### src/hw/rtl/rec_pkg.sv
// Types and constants of the rotated ellipse column rasterizer.
package rec_pkg;

   localparam int AXIS_W          = 6;
   localparam int ANGLE_W         = 16;
   localparam int CENTER_W        = 12;
   localparam int OFFSET_W        = 8;
   localparam int COORD_W         = 14;
   localparam int AREA_W          = 15;

   localparam int MAX_RADIUS      = 63;
   localparam int ANGLE_FRAC_BITS = 14;

   localparam int AXIS_MAX   = (1 << AXIS_W) - 1;
   localparam int CLAMP      = (MAX_RADIUS < AXIS_MAX) ? MAX_RADIUS : AXIS_MAX;
   localparam int MARGIN_W   = AXIS_W + 1;
   localparam int DY_W       = MARGIN_W + 1;
   localparam int PROD_W     = OFFSET_W + ANGLE_W;
   localparam int ACC_W      = PROD_W;
   localparam int SQ_W       = 2 * ACC_W - 2;
   localparam int AXSQ_W     = 2 * AXIS_W;
   localparam int TERM_W     = SQ_W + AXSQ_W;
   localparam int LHS_W      = TERM_W + 1;
   localparam int AB2_W      = 2 * AXSQ_W;
   localparam int LIMIT_W    = AB2_W + 2 * ANGLE_FRAC_BITS;
   localparam int CMP_W      = (LIMIT_W > LHS_W) ? LIMIT_W : LHS_W;
   localparam int LEN_W      = DY_W + 1;
   localparam int AREA_MAX   = (1 << AREA_W) - 1;

   localparam int CSR_ADDR_W = 5;
   localparam int CSR_DATA_W = 32;

   typedef enum logic [2:0] {
      REG_SEMI_AXIS_A = 3'd0,
      REG_SEMI_AXIS_B = 3'd1,
      REG_COS_ANGLE   = 3'd2,
      REG_SIN_ANGLE   = 3'd3,
      REG_CENTER_COL  = 3'd4,
      REG_CENTER_ROW  = 3'd5
   } reg_index_type;

   typedef struct packed {
      logic        [AXIS_W-1:0]   semi_axis_a;
      logic        [AXIS_W-1:0]   semi_axis_b;
      logic signed [ANGLE_W-1:0]  cos_angle;
      logic signed [ANGLE_W-1:0]  sin_angle;
      logic        [CENTER_W-1:0] center_col;
      logic        [CENTER_W-1:0] center_row;
   } cfg_type;

   typedef struct packed {
      logic accept;
      logic setup_mul;
      logic setup_init;
      logic issue;
      logic finish;
   } cmd_type;

   typedef struct packed {
      logic scan_last;
      logic pipe_empty;
      logic out_busy;
   } status_type;

endpackage

### src/hw/rtl/rec_ctrl.sv
// Controller state machine that sequences setup, row scan, drain and result.
module rec_ctrl (
   input  logic                clock,
   input  logic                reset,
   input  logic                req_valid,
   output logic                req_ready,
   input  rec_pkg::status_type status,
   output rec_pkg::cmd_type    cmd
);

   typedef enum logic [5:0] {
      ST_IDLE   = 6'b000001,
      ST_SETUP1 = 6'b000010,
      ST_SETUP2 = 6'b000100,
      ST_SCAN   = 6'b001000,
      ST_DRAIN  = 6'b010000,
      ST_RESULT = 6'b100000
   } state_type;

   state_type state_ff;
   state_type state_in;

   assign req_ready      = (state_ff == ST_IDLE);
   assign cmd.accept     = req_ready & req_valid;
   assign cmd.setup_mul  = (state_ff == ST_SETUP1);
   assign cmd.setup_init = (state_ff == ST_SETUP2);
   assign cmd.issue      = (state_ff == ST_SCAN);
   assign cmd.finish     = (state_ff == ST_RESULT) & ~status.out_busy;

   always_comb begin
      state_in = state_ff;
      case (state_ff)
         ST_IDLE: begin
            if (req_valid) state_in = ST_SETUP1;
         end
         ST_SETUP1: state_in = ST_SETUP2;
         ST_SETUP2: state_in = ST_SCAN;
         ST_SCAN: begin
            if (status.scan_last) state_in = ST_DRAIN;
         end
         ST_DRAIN: begin
            if (status.pipe_empty) state_in = ST_RESULT;
         end
         ST_RESULT: begin
            if (!status.out_busy) state_in = ST_IDLE;
         end
         default: state_in = ST_IDLE;
      endcase
   end

   always_ff @(posedge clock) begin
      if (reset) begin
         state_ff <= ST_IDLE;
      end else begin
         state_ff <= state_in;
      end
   end

endmodule

### config.mk
export PLATFORM = sky130hd
export DESIGN_NAME = rec_ctrl
export DESIGN_NICKNAME = d
export VERILOG_FILES = /design/src/hw/rtl/rec_pkg.sv /design/src/hw/rtl/rec_ctrl.sv
export SDC_FILE = /design/constraint.sdc
export NUM_CORES = 1
export LEC_CHECK = 0
export ABC_AREA = 1
export BUFFER_PORTS_ARGS = -buffer_cell sky130_fd_sc_hd__clkbuf_2
export CAP_MARGIN = 20
export CORE_AREA = 2 2 39 41
export DETAILED_ROUTE_END_ITERATION = 10
export DIE_AREA = 0 0 41 43
export GPL_ROUTABILITY_DRIVEN = 0
export SLEW_MARGIN = 10
export SYNTH_ARGS = -nofsm -noshare
export SYNTH_HDL_FRONTEND = slang
export SYNTH_SLANG_ARGS = --single-unit
### constraint.sdc
create_clock -name clock -period 1.6 [get_ports clock]
set_input_delay 0.24 -clock clock [delete_from_list [all_inputs] [get_ports clock]]
set_output_delay 0.24 -clock clock [all_outputs]
set_load 0.01 [all_outputs]
# After elaboration in Yosys (flattened, before gate mapping)
# Cells that the tools add are included.
# op_classes
n_eq_ne	10
muxes	5
bitwise_logic	3
n_reduce_logical	1
# ops
operator	n
$pmux W6 S6	1
$mux W6	4
$ne A2 B2 Y1 const B	4
$eq A6 B1 Y1 const B	1
$eq A6 B2 Y1 const B	1
$eq A6 B3 Y1 const B	1
$eq A6 B4 Y1 const B	1
$eq A6 B5 Y1 const B	1
$eq A6 B6 Y1 const B	1
$reduce_and A4 Y1	1
$and A1 B1 Y1	2
$not A1 Y1	1
# word_totals
reg_bits	6
input_bits	6
out_inout_bits	6
word_cells	20

# Depth between registers and ports, before layout
# logic_depth
word_depth	3
mapped_depth	8
depth_no_buf	8

# Worst setup path after synthesis
# Ideal clock, no wire load.
# synth_timing
kind	reg-to-output
start	register state_ff[0]
end	output port cmd[1] (netlist name)
arrival_time_ns	0.814
required_time_ns	1.360
setup_slack_ns	0.546
stages_incl_launch_ff	5
path_buffers	0
path_cell_list	dfxtp_1 nor2_2 and2_1 nand2_1 inv_1
# synth_lines
element	line	rtl
from (decl)	rec_ctrl.sv:20	state_type state_ff;
from (signal assigned)	rec_ctrl.sv:55	state_ff <= state_in;
to (decl)	rec_ctrl.sv:8	output rec_pkg::cmd_type cmd

==> results by stage <==
Die:
- The x dimension of the die is roughly 41 microns.
- For this configuration, the core starts out at a cell density of 0.278.
- The floorplan step defined a die boundary enclosing ~1800 sq um.
- The number of placed I/O pins is 12.
- Row generation in the floorplan step produced 14 rows.
- The area of the core is 1380 sq um.
- The vertical die dimension is about 43 microns.

Detailed routing:
- The final wirelength is between 700 and 800 microns.
- The detailed-router iteration count before antenna repair is 3.
- Summing over every cut layer, the via total after detailed routing is 401.
- Dividing the detail-routed via count by the number of cells gives roughly 4.4.
- The final antenna-violating net count is 0.
- For this run, design rule violations remaining after detail routing come to 0.
- The detailed-route wire length per cell is just over 8 microns.
- The number of DRC violations after detailed-routing iteration 0 is 8.

Clocking:
- The cell sitting at the root of the clock tree is a clkbuf_4.
- The post-cts gate resize count is 0.
- In this run the number of H-tree levels came out at 1.
- The buffers inserted during post-CTS setup optimization is 0.
- The clock network latency to the later pin of the worst-skew pair is ~0.24 ns.
- The TritonCTS clock tree is built.
- The clock edge transition at the registers on the reported setup and hold paths is roughly 0.04 ns.
- The number of buffers inserted during clock tree synthesis is 3.
- The maximum number of buffers from clock root to sink is 2.
- The count of hold buffers inserted by post-cts repair is 0.
- CTS saw 6 sinks.

Power and ir drop:
- Of the total power, the share spent switching nets is 0.443.
- The worst IR drop on VDD is approximately 560 uV.
- The clock network power share is 0.183.
- The cell-internal power is about 0.41 mW.
- The share of total power dissipated in combinational logic is 0.502.
- The power share of the sequential group is 0.314.
- Power spread over the standard cell area amounts to approximately 1500 nW/um^2.
- In this run the power spent charging and discharging nets is roughly 0.33 mW.
- The static leakage is between 0.3 and 0.4 nW.

STA:
- The slew at the pin closest to its max-slew limit is between 0.2 and 0.3 ns.
- The post-layout minimum cycle time is between 1 and 1.5 ns.
- The worst slew margin relative to its limit is 0.828.
- The hold violation total from the final report is 0.
- The number of max-slew violations in the final report is 0.
- Of the available clock period, the critical path in the final layout requires 0.924.
- The setup TNS is 0 ns.
- The maximum frequency from static timing analysis is 676 MHz.
- Setup violations remaining at the end of the flow were counted as 0.
- The final worst clock skew is about 0.0039 ns.
- Setup repair after global routing left no endpoint under its margin.

Cells and area:
- The fraction of final layout cells sized beyond drive strength 1 is 0.307.
- The library cells used most frequently in the layout, excluding fill and tap cells, are 13 x inv_1, 12 x nor2_1, 11 x clkbuf_2.
- The most frequent standard cell in the layout excluding fill and tap cells is inv_1.
- The register with the most flip-flops in the layout has 6 of them.
- Counting the fill cells in the layout gives approximately 160.
- The largest registers in the layout are state_ff x6.
- The layout net count is 83.
- The diode insertion count for antenna repair is 0.
- The relative area change from synthesis to final layout is 25.4%.
- Ranked by flip-flop count, first place goes to state_ff.
- After routing the design area is about 480 sq um.

GRT:
- The initial antenna violation count came to 0.
- The maximum number of pins on one net before global-route repair is 8.
- The via count of the first global-routing pass is 364.
- The total grt overflow is 0.
- Across every metal layer, demand over resource in global routing totals 0.113.
- The global-route wire length before repair is between 1000 and 1500 microns.

Logic synthesis:
- The total number of yosys warnings is 0.
- The share of synthesized area in the top cell type comes to 0.313.
- Synthesis produced a netlist whose cell count is a little over 60.
- Yosys attributes the largest share of cell area to dfxtp_1 31%, inv_1 13%, nor2_1 12%.
- The cell type with the largest total area after synthesis is dfxtp_1.
- The net count after synthesis is 67.
- The proportion of synthesized chip area in sequential cells is 0.313.
- After synthesis the netlist holds a flip-flop and latch count of 6.
- The mean instance size in the synthesized netlist is 6.30 sq um.
- The number of unique standard cell types used by synthesis is 13.
- After synthesis the cells add up to 384 sq um.

Critical path:
- STA puts the critical path data arrival time at between 1 and 1.5 ns.
- The critical path endpoint category is an output port.
- The critical path class is register to output port.
- At the worst endpoint, the required time is around 1.4 ns.
- In this run the worst path has a maximum fanout of 6.
- The worst setup path is launched from a register.

Placed design:
- After legalization and detailed placement, the total HPWL measured ~620 microns.
- The count of port buffers added during placement is 11.
- The placed cell area is 459 sq um.

Outcome:
- The flow ran to the end, and the final reports show no timing, DRC or antenna violations.

Flow run:
- The max-cap check violation count is 0.

Worst hold path:
- The worst hold path belongs to the class primary input to register.
-- critical path: stages (launching register included) --
cell,delay (ns)
dfxtp_1,0.31
nor2_2,0.24
and2_1,0.18
nand2_1,0.09
inv_1,0.06
clkbuf_2,0.12
-- stage by stage --
step	power, mW	util	worst slack [ns]	hold slack, ns	std cells
after global placement	0.615	0.332	0.372	0.474	88
after CTS	0.754	0.348	0.109	0.219	91
after detailed placement	0.611	0.332	0.373	0.472	88
after global routing	0.825	0.348	0.0189	0.230	91
after floorplan	0.514	-	0.546	0.309	61
final	0.743	0.348	0.121	0.229	91
-- kinds of logic after synthesis --
logic type	share of synthesized area
AOI/OAI and AO/OA	0.0261
buffers and inverters	0.137
DFF	0.313
and+or+nand+nor	0.524
-- area by class of cell --
type	count	area, sq um	area share
Multi-Input combinational cell	41	211	0.439
Tap cell	16	20.0	0.0416
Timing Repair Buffer	11	55.1	0.114
Clock buffer	3	22.5	0.0468
Inverter	14	52.6	0.109
Sequential cell	6	120	0.249
-- worst paths after layout --
kind / startpoint / end / slack, ns / cells after the start
max: state_ff[0] / cmd[1] / 0.12 / 5
min reg2reg: state_ff[5] / state_ff[5] / 0.53 / 2
min: reset / state_ff[2] / 0.23 / 2
max reg2reg: state_ff[0] / state_ff[0] / 0.44 / 7
-- metal layers --
metal | share of wire | vias to the layer above | track usage
met4 | 0 | 0 | 0.0600
met2 | 0.50 | 9 | 0.166
met3 | 0.049 | 0 | 0.0314
met5 | 0 | - | 0
li1 | - | 218 | -
met1 | 0.45 | 174 | 0.142
-- power by group through the flow --
stage          clock network [mW]  logic (mW)  registers, mW
2_1_floorplan                   0       0.285          0.229
6_report                    0.136       0.373          0.233
4_1_cts                     0.144       0.378          0.233
5_1_grt                     0.151       0.436          0.238
3_3_place_gp                    0       0.381          0.233
3_5_place_dp                    0       0.376          0.235
-- cell usage after synthesis, drive strengths merged --
| cell type | instances |
|---|---|
| inv | 14 |
| nand3 | 5 |
| nor2 | 17 |
| and2 | 1 |
| dfxtp | 6 |
| nand2 | 11 |
| a21oi | 2 |
| nand4 | 5 |
No activity file was read; power rests on OpenSTA's default activity.
