`config.mk`:
```
export PLATFORM = sky130hd
export DESIGN_NAME = rec_csr
export DESIGN_NICKNAME = d
export VERILOG_FILES = /design/src/hw/rtl/rec_pkg.sv /design/src/hw/rtl/rec_csr.sv
export SDC_FILE = /design/constraint.sdc
export NUM_CORES = 1
export LEC_CHECK = 0
export BUFFER_PORTS_ARGS = -buffer_cell sky130_fd_sc_hd__buf_2
export CORE_UTILIZATION = 44
export CTS_BUF_LIST = sky130_fd_sc_hd__clkbuf_16
export DETAILED_ROUTE_END_ITERATION = 7
export HOLD_SLACK_MARGIN = 0.02
export PLACE_DENSITY_LB_ADDON = 0.05
export REMOVE_ABC_BUFFERS = 1
export SETUP_SLACK_MARGIN = 0.3
export SYNTH_ARGS = -nofsm -noshare
export SYNTH_HDL_FRONTEND = slang
export SYNTH_SLANG_ARGS = --single-unit
```
`constraint.sdc`:
```
create_clock -name clock -period 2.6 [get_ports clock]
set_input_delay 0.39 -clock clock [delete_from_list [all_inputs] [get_ports clock]]
set_output_delay 0.39 -clock clock [all_outputs]
set_load 0.01 [all_outputs]
```
`src/hw/rtl/rec_pkg.sv`:
```
// Types and constants of the rotated ellipse column rasterizer.
package rec_pkg;

   localparam int AXIS_W          = 6;
   localparam int ANGLE_W         = 16;
   localparam int CENTER_W        = 12;
   localparam int OFFSET_W        = 8;
   localparam int COORD_W         = 14;
   localparam int AREA_W          = 15;

   localparam int MAX_RADIUS      = 63;
   localparam int ANGLE_FRAC_BITS = 14;

   localparam int AXIS_MAX   = (1 << AXIS_W) - 1;
   localparam int CLAMP      = (MAX_RADIUS < AXIS_MAX) ? MAX_RADIUS : AXIS_MAX;
   localparam int MARGIN_W   = AXIS_W + 1;
   localparam int DY_W       = MARGIN_W + 1;
   localparam int PROD_W     = OFFSET_W + ANGLE_W;
   localparam int ACC_W      = PROD_W;
   localparam int SQ_W       = 2 * ACC_W - 2;
   localparam int AXSQ_W     = 2 * AXIS_W;
   localparam int TERM_W     = SQ_W + AXSQ_W;
   localparam int LHS_W      = TERM_W + 1;
   localparam int AB2_W      = 2 * AXSQ_W;
   localparam int LIMIT_W    = AB2_W + 2 * ANGLE_FRAC_BITS;
   localparam int CMP_W      = (LIMIT_W > LHS_W) ? LIMIT_W : LHS_W;
   localparam int LEN_W      = DY_W + 1;
   localparam int AREA_MAX   = (1 << AREA_W) - 1;

   localparam int CSR_ADDR_W = 5;
   localparam int CSR_DATA_W = 32;

   typedef enum logic [2:0] {
      REG_SEMI_AXIS_A = 3'd0,
      REG_SEMI_AXIS_B = 3'd1,
      REG_COS_ANGLE   = 3'd2,
      REG_SIN_ANGLE   = 3'd3,
      REG_CENTER_COL  = 3'd4,
      REG_CENTER_ROW  = 3'd5
   } reg_index_type;

   typedef struct packed {
      logic        [AXIS_W-1:0]   semi_axis_a;
      logic        [AXIS_W-1:0]   semi_axis_b;
      logic signed [ANGLE_W-1:0]  cos_angle;
      logic signed [ANGLE_W-1:0]  sin_angle;
      logic        [CENTER_W-1:0] center_col;
      logic        [CENTER_W-1:0] center_row;
   } cfg_type;

   typedef struct packed {
      logic accept;
      logic setup_mul;
      logic setup_init;
      logic issue;
      logic finish;
   } cmd_type;

   typedef struct packed {
      logic scan_last;
      logic pipe_empty;
      logic out_busy;
   } status_type;

endpackage

```
`src/hw/rtl/rec_csr.sv`:
```
// Configuration register file with an APB-style write and read port.
module rec_csr (
   input  logic                           clock,
   input  logic                           reset,
   input  logic                           psel,
   input  logic                           penable,
   input  logic                           pwrite,
   input  logic [rec_pkg::CSR_ADDR_W-1:0] paddr,
   input  logic [rec_pkg::CSR_DATA_W-1:0] pwdata,
   output logic [rec_pkg::CSR_DATA_W-1:0] prdata,
   output logic                           pready,
   output rec_pkg::cfg_type               cfg
);

   rec_pkg::cfg_type       cfg_ff;
   rec_pkg::cfg_type       cfg_in;
   rec_pkg::reg_index_type index;
   logic                   wr_en;

   assign index  = rec_pkg::reg_index_type'(paddr[rec_pkg::CSR_ADDR_W-1:2]);
   assign wr_en  = psel & penable & pwrite;
   assign pready = 1'b1;
   assign cfg    = cfg_ff;

   always_comb begin
      cfg_in = cfg_ff;
      if (wr_en) begin
         case (index)
            rec_pkg::REG_SEMI_AXIS_A: cfg_in.semi_axis_a = pwdata[rec_pkg::AXIS_W-1:0];
            rec_pkg::REG_SEMI_AXIS_B: cfg_in.semi_axis_b = pwdata[rec_pkg::AXIS_W-1:0];
            rec_pkg::REG_COS_ANGLE:   cfg_in.cos_angle   = pwdata[rec_pkg::ANGLE_W-1:0];
            rec_pkg::REG_SIN_ANGLE:   cfg_in.sin_angle   = pwdata[rec_pkg::ANGLE_W-1:0];
            rec_pkg::REG_CENTER_COL:  cfg_in.center_col  = pwdata[rec_pkg::CENTER_W-1:0];
            rec_pkg::REG_CENTER_ROW:  cfg_in.center_row  = pwdata[rec_pkg::CENTER_W-1:0];
            default: ;
         endcase
      end
   end

   always_comb begin
      case (index)
         rec_pkg::REG_SEMI_AXIS_A: prdata = rec_pkg::CSR_DATA_W'(cfg_ff.semi_axis_a);
         rec_pkg::REG_SEMI_AXIS_B: prdata = rec_pkg::CSR_DATA_W'(cfg_ff.semi_axis_b);
         rec_pkg::REG_COS_ANGLE:   prdata = rec_pkg::CSR_DATA_W'(cfg_ff.cos_angle);
         rec_pkg::REG_SIN_ANGLE:   prdata = rec_pkg::CSR_DATA_W'(cfg_ff.sin_angle);
         rec_pkg::REG_CENTER_COL:  prdata = rec_pkg::CSR_DATA_W'(cfg_ff.center_col);
         rec_pkg::REG_CENTER_ROW:  prdata = rec_pkg::CSR_DATA_W'(cfg_ff.center_row);
         default:                  prdata = '0;
      endcase
   end

   always_ff @(posedge clock) begin
      if (reset) begin
         cfg_ff.semi_axis_a <= rec_pkg::AXIS_W'(1);
         cfg_ff.semi_axis_b <= rec_pkg::AXIS_W'(1);
         cfg_ff.cos_angle   <= rec_pkg::ANGLE_W'(1 << rec_pkg::ANGLE_FRAC_BITS);
         cfg_ff.sin_angle   <= '0;
         cfg_ff.center_col  <= '0;
         cfg_ff.center_row  <= '0;
      end else begin
         cfg_ff <= cfg_in;
      end
   end

endmodule

```
# ---- Yosys cells after proc, flatten, opt, wreduce, memory -nomap -nowiden
# Cells that the tools add are included.
# Widths: inputs -> output; s select.
dict set report word_totals {
  reg_bits 68
  output_inout_bits 101
  in_bits 42
  wordCells 21
}
dict set report op_classes {
  mux 1
  reduce_logical 7
  n_eq_ne 5
  n_bitwise 2
}
# op n
set ops {}
lappend ops {{$pmux 32 s6} 1}
lappend ops {{$reduce_and 2->1} 6}
lappend ops {{$eq 3x2->1 const B} 2}
lappend ops {{$eq 3x3->1 const B} 2}
lappend ops {{$eq 3x1->1 const B} 1}
lappend ops {{$logic_not 3->1} 1}
lappend ops {{$and 1x1->1} 2}

# ---- Depth between registers and ports, before layout
# Gate-level depths: netlist of the first run.
dict set report depth {
  word_depth 3
  mapped_depth 6
  depth_no_buf 3
}

# ---- Worst setup path after synthesis of the first run
# No wires, ideal clock.
dict set report synth_timing {
  path_kind {in2out}
  start {input paddr[2] (netlist bit)}
  end {output prdata[16] (netlist bit)}
  n_path_buf 4
  path_stages 6
  t_required_ns 2.210
  arrival_ns 1.899
  setup_slack_ns 0.311
  cell_sequence {buf_4 buf_4 buf_4 mux2i_1 nor2_1 buf_4}
}
dict set report synth_between {
  elab_chain_len 2
  word_cells_on_any_way 7
  classes_between {5 x eq/ne; 1 x mux; 1 x reduce/logical}
}
# item line_no
set synth_lines {}
lappend synth_lines {{start: declaration} rec_csr.sv:8} ;# input logic [rec_pkg::CSR_ADDR_W-1:0] paddr,
lappend synth_lines {{$eq 3x3->1, or another cell as far along} rec_csr.sv:41} ;# case (index)
lappend synth_lines {{$pmux 32 s6 *} rec_csr.sv:41}
lappend synth_lines {{end: declaration} rec_csr.sv:10} ;# output logic [rec_pkg::CSR_DATA_W-1:0] prdata,
# Mark *: on every way between the ends. The rest lies on a longest branch, timed or not.

# ---- Worst setup path in the final report of the first run
dict set report layout_timing {
  start {input paddr[2] (netlist bit)}
  end {output prdata[26] (netlist bit)}
}
# Same word-level chain as after synthesis.

==> out/qor.csv, run 1 <==
stage,metric,value,unit
detailed_routing,drc_errors,0,
setup_path,slowest_stage,buf_2,
clock_tree,htreeDepth,3,
placed_design,preCtsSetupSlack,0.520,ns
power,p_per_area,561,mW/mm²
power,ir_drop,0.000345,V
sta,clock_skew,0,ns
outcome,outcome,finished clean,
setup_path,crit_chain,buf_2 -> buf_12 -> mux2i_1 -> nor2_1 -> buf_4 -> buf_2,
sta,worst_pin_slew,0.590,ns
detailed_routing,drtAntennaViolNets,0,
setup_path,max_stage_delay,0.38,ns
clock_tree,path_clk_slew,0.05,ns
global_route,grt_pass1_vias,2802,
placed_design,dp_hpwl,6140,µm
setup_path,end_kind,output pin,
setup_path,cp.required,2.21,ns
placed_design,port_buffers,123,
setup_path,cp_max_fo,22,
placed_design,place_congestion,0.785,
logic_synthesis,synth-edff-count,0,
setup_path,rr_startpoint,cfg[28],
sta,setup_viol,0,
floorplanning,fp.dieW,90.4,µm
clock_tree,post_cts_buffers,0,
placed_design,place_inst,567,
final_layout,n_fill_cell,708,
logic_synthesis,synth_ff_type,dfxtp_1,
floorplanning,io_pins,143,
global_route,grt_max_degree,86,
global_route,grt_pass1_wl,14600,µm
logic_synthesis,syn_avg_cell_area,9.08,µm²
logic_synthesis,async_reset_ff_share,0,%
sta,timing.final.ws_setup,0.611,ns
clock_tree,clock-root-buffer,clkbuf_16,
clock_tree,cts_buffers,9,
setup_path,crit_path_start_kind,primary input,
sta,finalSetupTns,0,ns
final_layout,diodes,0,
setup_path,arrival,1.60,ns
global_route,antenna_found_initial,0,
worst_hold_path,hp-class,in -> reg,
final_layout,drive_gt1_share,33.3,%
sta,max_freq,0.503,GHz
setup_path,r2r_slack,1.91,ns
floorplanning,dieArea,0.00817,mm²
final_layout,largest_reg_flops,68,
floorplanning,core,0.00741,mm²
logic_synthesis,ys_ff_latch,68,
logic_synthesis,synth_top_area_share,39.6,%
clock_tree,cts_sinks,68,
worst_hold_path,min_from,pwdata[12],
global_route,grt_use_total,22.5,%
detailed_routing,routed_wl,9190,µm
logic_synthesis,yosys-top-cells-count,"dfxtp_1 (68), mux2i_1 (60), nand2b_1 (54)",
floorplanning,die_h,90.4,µm
detailed_routing,drt_iter0_drc,170,
sta,final.period_utilization,76.5,%
worst_hold_path,min_path_cells,3,
clock_tree,cts_resized,0,
clock_tree,clk_latency,0.32,ns
sta,report.final.slew_viol_count,0,
sta,hold_viol,0,
run,drv_cap,0,
detailed_routing,wl_per_cell,15.8,µm
logic_synthesis,yosys.area.top_type,dfxtp_1,
logic_synthesis,yosysWarnings,0,
logic_synthesis,syn_inst,379,
detailed_routing,drtPass1Iterations,4,
logic_synthesis,netlist_area,0.00344,mm²
power,p_leak,2.07,nW
logic_synthesis,yosysMostFrequentCell,dfxtp_1,
worst_hold_path,min_to,cfg[36],
setup_path,critical_path_class,in -> out,
setup_path,reg2reg_to,cfg[28],
final_layout,nNetsFinal,521,
logic_synthesis,yosysSeqAreaShare,39.6,%
clock_tree,cts_buffer_depth,2,
sta,period_needed,1.99,ns
detailed_routing,avgViaCountPerCell,5.37,
floorplanning,start_util,46.4,%
setup_path,reg2reg_depth,2,
power,p_total,0.00241,W
sta,rsz0062_at_grt,false,
final_layout,syn2layout_area_growth,25.1,%
clock_tree,hold_buffers,0,
floorplanning,row_count,31,
detailed_routing,via_count,3131,
global_route,overflow,0,
clock_tree,tritoncts,done,
logic_synthesis,synth_cell_types,27,
logic_synthesis,synthTopCellsByArea,"dfxtp_1 (40%), mux2i_1 (17%), nand2b_1 (9.8%), nand3_1 (4.9%), buf_4 (4.6%)",
sta,slew_headroom,60.7,%
final_layout,fin_cells,583,
setup_path,critPathMostFrequentCell,buf_2,
-- critical path, delay by kind of cell --
kind,cells,cell delay [ns]
buf+inv,4,0.94
mux,1,0.20
simple gates,1,0.05
-- power by group --
group	switching [W]	internal [W]
Sequential	0.00000586	0.00105
Combinational	0.000115	0.0000755
Clock	0.000438	0.000729
-- cell families after synthesis --
| logic type | after synthesis | synth area share [%] |
|---|---|---|
| simple gates | 115 | 19.1 |
| compound gates | 80 | 13.0 |
| other cells | 1 | 0.109 |
| mux | 66 | 19.4 |
| buf+inv | 49 | 8.73 |
| flops | 68 | 39.6 |
-- cell usage in the layout, fill, tap and decap left out, types with 9 or more instances in the layout --
cell / netlist / routed
a21oi_1: 28 / 28
buf_2: 12 / 123
buf_4: 21 / 13
clkbuf_16: 0 / 9
dfxtp_1: 68 / 68
mux2i_1: 60 / 60
nand2b_1: 54 / 54
nand3_1: 34 / 34
nor2_1: 11 / 11
o21ai_0: 28 / 28
o22ai_1: 10 / 10
-- metal layers --
layer | routed length, µm | GRT usage (%) | part of all wire (%) | up-vias
met3 | 426 | 4.12 | 4.6 | 11
met2 | 4490 | 37.8 | 49 | 98
met1 | 4160 | 28.7 | 45 | 1510
met5 | 0 | 0 | 0 | -
met4 | 115 | 8.20 | 1.3 | 0
li1 | - | - | - | 1512
-- per-stage QoR --
stage          hold WS (ns)  cell area, µm²  util [%]
2_1_floorplan         0.459            3140         -
3_3_place_gp          0.473            4020      54.2
3_5_place_dp          0.480            4020      54.2
4_1_cts               0.321            4300      58.1
5_1_grt               0.336            4300      58.1
6_report              0.323            4300      58.1
-- worst max path at each step --
stage	startpoint	endpoint	slack, ns	depth (start not counted)
after floorplan	paddr[4]	prdata[15]	-0.78	2
after global placement	paddr[2]	cfg[59]	0.54	4
after detailed placement	paddr[2]	cfg[59]	0.52	4
after CTS	paddr[2]	prdata[24]	0.60	6
after global routing	paddr[2]	prdata[4]	0.51	6
final	paddr[2]	prdata[26]	0.61	6
-- layout make-up --
class	instances	area (µm²)	area share, %
Clock buffer	9	225	5.23
Clock inverter	7	60.1	1.40
Multi-Input combinational cell	262	1780	41.4
Sequential cell	68	1360	31.6
Tap cell	99	124	2.88
Timing Repair Buffer	138	753	17.5
Power figures use the tool's default switching activity.
==> inputs of run 2 (changes only) <==
==> constraint.sdc (replaced) <==
create_clock -name clock -period 1.83 [get_ports clock]
set_input_delay 0.2745 -clock clock [delete_from_list [all_inputs] [get_ports clock]]
set_output_delay 0.2745 -clock clock [all_outputs]
set_load 0.01 [all_outputs]
==> out/qor.csv, run 2 (same netlist as run 1, synthesis figures left out) <==
stage,metric,value,unit
setup_path,cp.required,1.56,ns
placed_design,port_buffers,123,
setup_path,cp_max_fo,3,
detailed_routing,drc_errors,0,
detailed_routing,drtPass1Iterations,4,
sta,rsz0062_at_grt,true,
clock_tree,clk_latency,0.32,ns
sta,period_needed,1.56,ns
detailed_routing,drtAntennaViolNets,0,
floorplanning,core,0.00741,mm²
detailed_routing,top_layer,met4,
run,drv_cap,0,
final_layout,nNetsFinal,536,
detailed_routing,avgViaCountPerCell,5.28,
final_layout,largest_reg_flops,68,
clock_tree,tritoncts,done,
floorplanning,die_h,90.4,µm
floorplanning,dieArea,0.00817,mm²
detailed_routing,routed_wl,9690,µm
sta,max_freq,0.641,GHz
placed_design,preCtsSetupSlack,0.193,ns
global_route,grt_use_total,23.3,%
sta,hold_viol,0,
global_route,grt_pass1_vias,2944,
final_layout,drive_gt1_share,41.2,%
placed_design,dp_hpwl,6210,µm
final_layout,layout_commonest_cell,buf_2,
power,ir_drop,0.000406,V
clock_tree,clock-root-buffer,clkbuf_16,
clock_tree,path_clk_slew,0.05,ns
setup_path,crit_path_start_kind,flop,
final_layout,n_fill_cell,693,
floorplanning,io_pins,143,
outcome,outcome,finished clean,
floorplanning,fp.dieW,90.4,µm
setup_path,critical_path_class,reg -> out,
power,p_leak,2.17,nW
clock_tree,cts_buffers,9,
final_layout,diodes,0,
sta,timing.final.ws_setup,0.270,ns
detailed_routing,via_count,3155,
power,p_per_area,759,mW/mm²
setup_path,arrival,1.29,ns
final_layout,syn2layout_area_growth,32.3,%
global_route,antenna_found_initial,0,
clock_tree,cts_buffer_depth,2,
detailed_routing,route.met2.wl,4810,µm
detailed_routing,drt_iter0_drc,130,
clock_tree,cts_sinks,68,
sta,clock_skew,0,ns
sta,final.period_utilization,85.3,%
sta,report.final.slew_viol_count,0,
detailed_routing,wl_per_cell,16.2,µm
placed_design,place_congestion,0.764,
detailed_routing,dr_wl_met3,559,µm
setup_path,end_kind,output pin,
final_layout,design_area,0.00455,mm²
floorplanning,row_count,31,
worst_hold_path,hp-class,in -> reg,
detailed_routing,drt-met1-wl,4240,µm
clock_tree,htreeDepth,3,
global_route,grt_max_degree,86,
placed_design,post_dp_cell_area,0.00405,mm²
final_layout,final_cell_mix,"buf_2 (122), mux2i_1 (59), dfxtp_1 (54)",
floorplanning,start_util,46.4,%
global_route,grt_pass1_wl,15100,µm
sta,setup_viol,0,
global_route,overflow,0,
[run 2: changes by cell type in the layout (fill, tap and decap cells not counted), sizes merged]
cell,change
clkinv,+1
nor2,+1
buf,+14
clkinvlp,-1
inv,-1
[run 2: where the power goes]
group          internal [W]  switching [W]  total, W  leakage [nW]
sequential          0.00149     0.00000854   0.00150         0.554
clock               0.00104       0.000604   0.00164         0.146
combinational      0.000134       0.000177  0.000311          1.47
[run 2: worst paths after layout]
check,cells after the start,to,slack [ns],startpoint
worst max-delay path,4,prdata[3],0.27,cfg[3]
worst min-delay path,3,cfg[38],0.22,pwdata[14]
worst max register to register,3,cfg[2],1.12,cfg[2]
worst min register to register,2,cfg[0],0.49,cfg[0]
[run 2: cell type report]
cell class | instances | area [µm²] | share of cell area (%)
multi-input cells | 263 | 1880 | 41.2
well taps | 99 | 124 | 2.72
repair buffers | 152 | 888 | 19.5
clock inverters | 6 | 57.6 | 1.26
flip-flops and latches | 68 | 1380 | 30.3
clock buffers | 9 | 225 | 4.95
[run 2: metal layers]
layer,track usage [%],up-vias
met5,0,-
li1,-,1544
met4,6.45,0
met3,5.39,6
met2,39.5,98
met1,29.5,1507
[run 2: repair_timing]
action	in CTS	in global routing
endpoints found under the setup margin	22	29
pin swaps	6	5
buffers inserted	7	3
resized for setup	16	25
endpoints found under the hold margin	0	0
hold buffers	0	0
cloned	0	2
[run 2: through the flow]
stage	power (W)	hold slack, ns	cells	util [%]	TNS [ns]
final	0.00345	0.217	597	61.4	0
after global routing	0.00358	0.219	597	61.4	0
after CTS	0.00346	0.216	592	59.9	0
after detailed placement	0.00181	0.485	570	54.7	0
after global placement	0.00181	0.473	570	54.7	0
after floorplan	0.00164	0.344	330	-	-22.80
[run 2: worst max-delay path: stages (launching register included)]
cell and delay (ns):
dfxtp_2 0.32, mux2_4 0.26, a22oi_2 0.14, o22ai_1 0.09
buf_2 0.15
==> inputs of run 3 (changes only) <==
--- a/config.mk
+++ b/config.mk
@@ -11,6 +11,7 @@
 export DETAILED_ROUTE_END_ITERATION = 7
 export HOLD_SLACK_MARGIN = 0.02
 export PLACE_DENSITY_LB_ADDON = 0.05
+export RECOVER_POWER = 50
 export REMOVE_ABC_BUFFERS = 1
 export SETUP_SLACK_MARGIN = 0.3
 export SYNTH_ARGS = -nofsm -noshare
==> out/qor.csv, run 3 (same netlist as run 1, synthesis figures left out) <==
stage,metric,value,unit
detailed_routing,drtPass1Iterations,4,
setup_path,max_stage_delay,0.30,ns
floorplanning,dieArea,0.00817,mm²
power,combPwrFrac,8.9,%
setup_path,cp_top_family,buffers and inverters,
global_route,grt_use_total,23.3,%
sta,period_needed,1.66,ns
detailed_routing,drt_iter0_drc,121,
final_layout,multi_input_area,0.00187,mm²
final_layout,final_cell_mix,"buf_2 (83), dfxtp_1 (61), mux2i_1 (59)",
power,ir_drop,0.000410,V
placed_design,port_buffers,123,
power,p_leak,1.99,nW
sta,hold_viol,0,
worst_hold_path,min_path_cells,3,
floorplanning,die_h,90.4,µm
run,drv_cap,0,
clock_tree,path_clk_slew,0.05,ns
final_layout,design_area,0.00448,mm²
detailed_routing,dr_wl_met3,573,µm
setup_path,crit_buf_inv,3,
detailed_routing,wl_per_cell,16.3,µm
setup_path,cp_max_fo,18,
detailed_routing,drtAntennaViolNets,0,
final_layout,seqCellArea,0.00137,mm²
sta,slew_headroom,61.3,%
final_layout,syn2layout_area_growth,30.2,%
setup_path,arrival,1.38,ns
worst_hold_path,min_from,pwdata[15],
detailed_routing,drt-met1-wl,4290,µm
detailed_routing,drc_errors,0,
power,seqPwrFrac,43.5,%
power,sw_frac_of_total,23.0,%
power,power_frac_clock,47.6,%
worst_hold_path,hp-class,in -> reg,
final_layout,layout_commonest_cell,buf_2,
placed_design,dp_hpwl,6210,µm
setup_path,cp.required,1.56,ns
final_layout,n_fill_cell,717,
final_layout,final_core_util,60.4,%
power,p_per_area,771,mW/mm²
setup_path,crit_path_start_kind,primary input,
sta,finalSetupTns,0,ns
final_layout,largest_reg_flops,68,
detailed_routing,routed_wl,9730,µm
setup_path,reg2reg_to,cfg[2],
sta,max_freq,0.604,GHz
sta,clock_skew,0,ns
detailed_routing,avgViaCountPerCell,5.30,
sta,final.period_utilization,90.4,%
floorplanning,core,0.00741,mm²
setup_path,reg2reg_depth,3,
clock_tree,clock-root-buffer,clkbuf_16,
clock_tree,cts_buffers,9,
clock_tree,htreeDepth,3,
placed_design,post_dp_cell_area,0.00405,mm²
final_layout,diodes,0,
sta,report.final.slew_viol_count,0,
setup_path,end_kind,output pin,
worst_hold_path,min_to,cfg[39],
setup_path,slowest_stage,clkbuf_2,
detailed_routing,top_layer,met4,
sta,worst_pin_slew,0.581,ns
final_layout,fin_cells,597,
setup_path,rr_startpoint,cfg[2],
global_route,antenna_found_initial,0,
floorplanning,fp.dieW,90.4,µm
sta,rsz0062_at_grt,true,
power,intPower,0.00266,W
final_layout,nNetsFinal,536,
final_layout,drive_gt1_share,31.3,%
global_route,grt_max_degree,86,
outcome,outcome,finished clean,
global_route,grt_pass1_vias,2944,
global_route,overflow,0,
power,power.switching,0.000794,W
setup_path,r2r_slack,1.11,ns
sta,hold_ws,0.217,ns
setup_path,crit_chain,buf_2 -> clkbuf_2 -> nor2b_2 -> a22oi_2 -> o22ai_1 -> buf_2,
floorplanning,io_pins,143,
detailed_routing,via_count,3165,
detailed_routing,route.met2.wl,4760,µm
setup_path,critical_path_class,in -> out,
clock_tree,clk_latency,0.32,ns
clock_tree,tritoncts,done,
floorplanning,start_util,46.4,%
floorplanning,row_count,31,
global_route,grt_pass1_wl,15100,µm
sta,setup_viol,0,
setup_path,critPathMostFrequentCell,buf_2,
placed_design,place_inst,570,
clock_tree,cts_sinks,68,
placed_design,place_congestion,0.764,
clock_tree,cts_buffer_depth,2,
-- run 3: what timing repair did --
action | CTS | global route
cloned | 0 | 2
gates resized for setup | 16 | 25
hold buffers | 0 | 0
buffers inserted | 7 | 3
pin swaps | 6 | 5
setup endpoints to repair | 22 | 29
-- run 3: worst max path at each step --
| stage | to | cells after the start | startpoint |
|---|---|---|---|
| 2_1_floorplan | prdata[15] | 2 | paddr[4] |
| 3_3_place_gp | prdata[1] | 6 | paddr[3] |
| 3_5_place_dp | prdata[17] | 4 | paddr[4] |
| 4_1_cts | prdata[3] | 4 | cfg[3] |
| 5_1_grt | prdata[2] | 6 | paddr[4] |
| 6_report | prdata[3] | 6 | paddr[4] |
-- run 3: layout make-up --
cell class	instances	area share [%]
well taps	99	2.77
repair buffers	152	18.5
multi-input cells	263	41.8
clock buffers	9	5.03
flip-flops and latches	68	30.6
clock inverters	6	1.29
-- run 3: tightest hold or removal path, stage by stage --
cell and delay, ns:
buf_2 0.10, nand3_1 0.06, a21oi_1 0.05
-- run 3: per-layer routing --
layer	global-route usage, %	up-vias
met1	29.5	1510
met4	6.45	0
met2	39.5	99
li1	-	1546
met3	5.39	10
met5	0	-
-- run 3: metrics by stage --
step           setup slack, ns  total power, W
3_5_place_dp             0.193         0.00181
3_3_place_gp             0.202         0.00181
4_1_cts                  0.261         0.00346
6_report                 0.175         0.00345
2_1_floorplan            -1.32         0.00164
5_1_grt                  0.117         0.00357
-- run 3: power groups by stage --
stage                     logic, W  registers [W]  clock network (W)
final                     0.000307        0.00150            0.00164
after global routing      0.000329        0.00150            0.00174
after CTS                 0.000292        0.00150            0.00166
after detailed placement  0.000278        0.00153                  0
after global placement    0.000279        0.00153                  0
after floorplan           0.000104        0.00154                  0
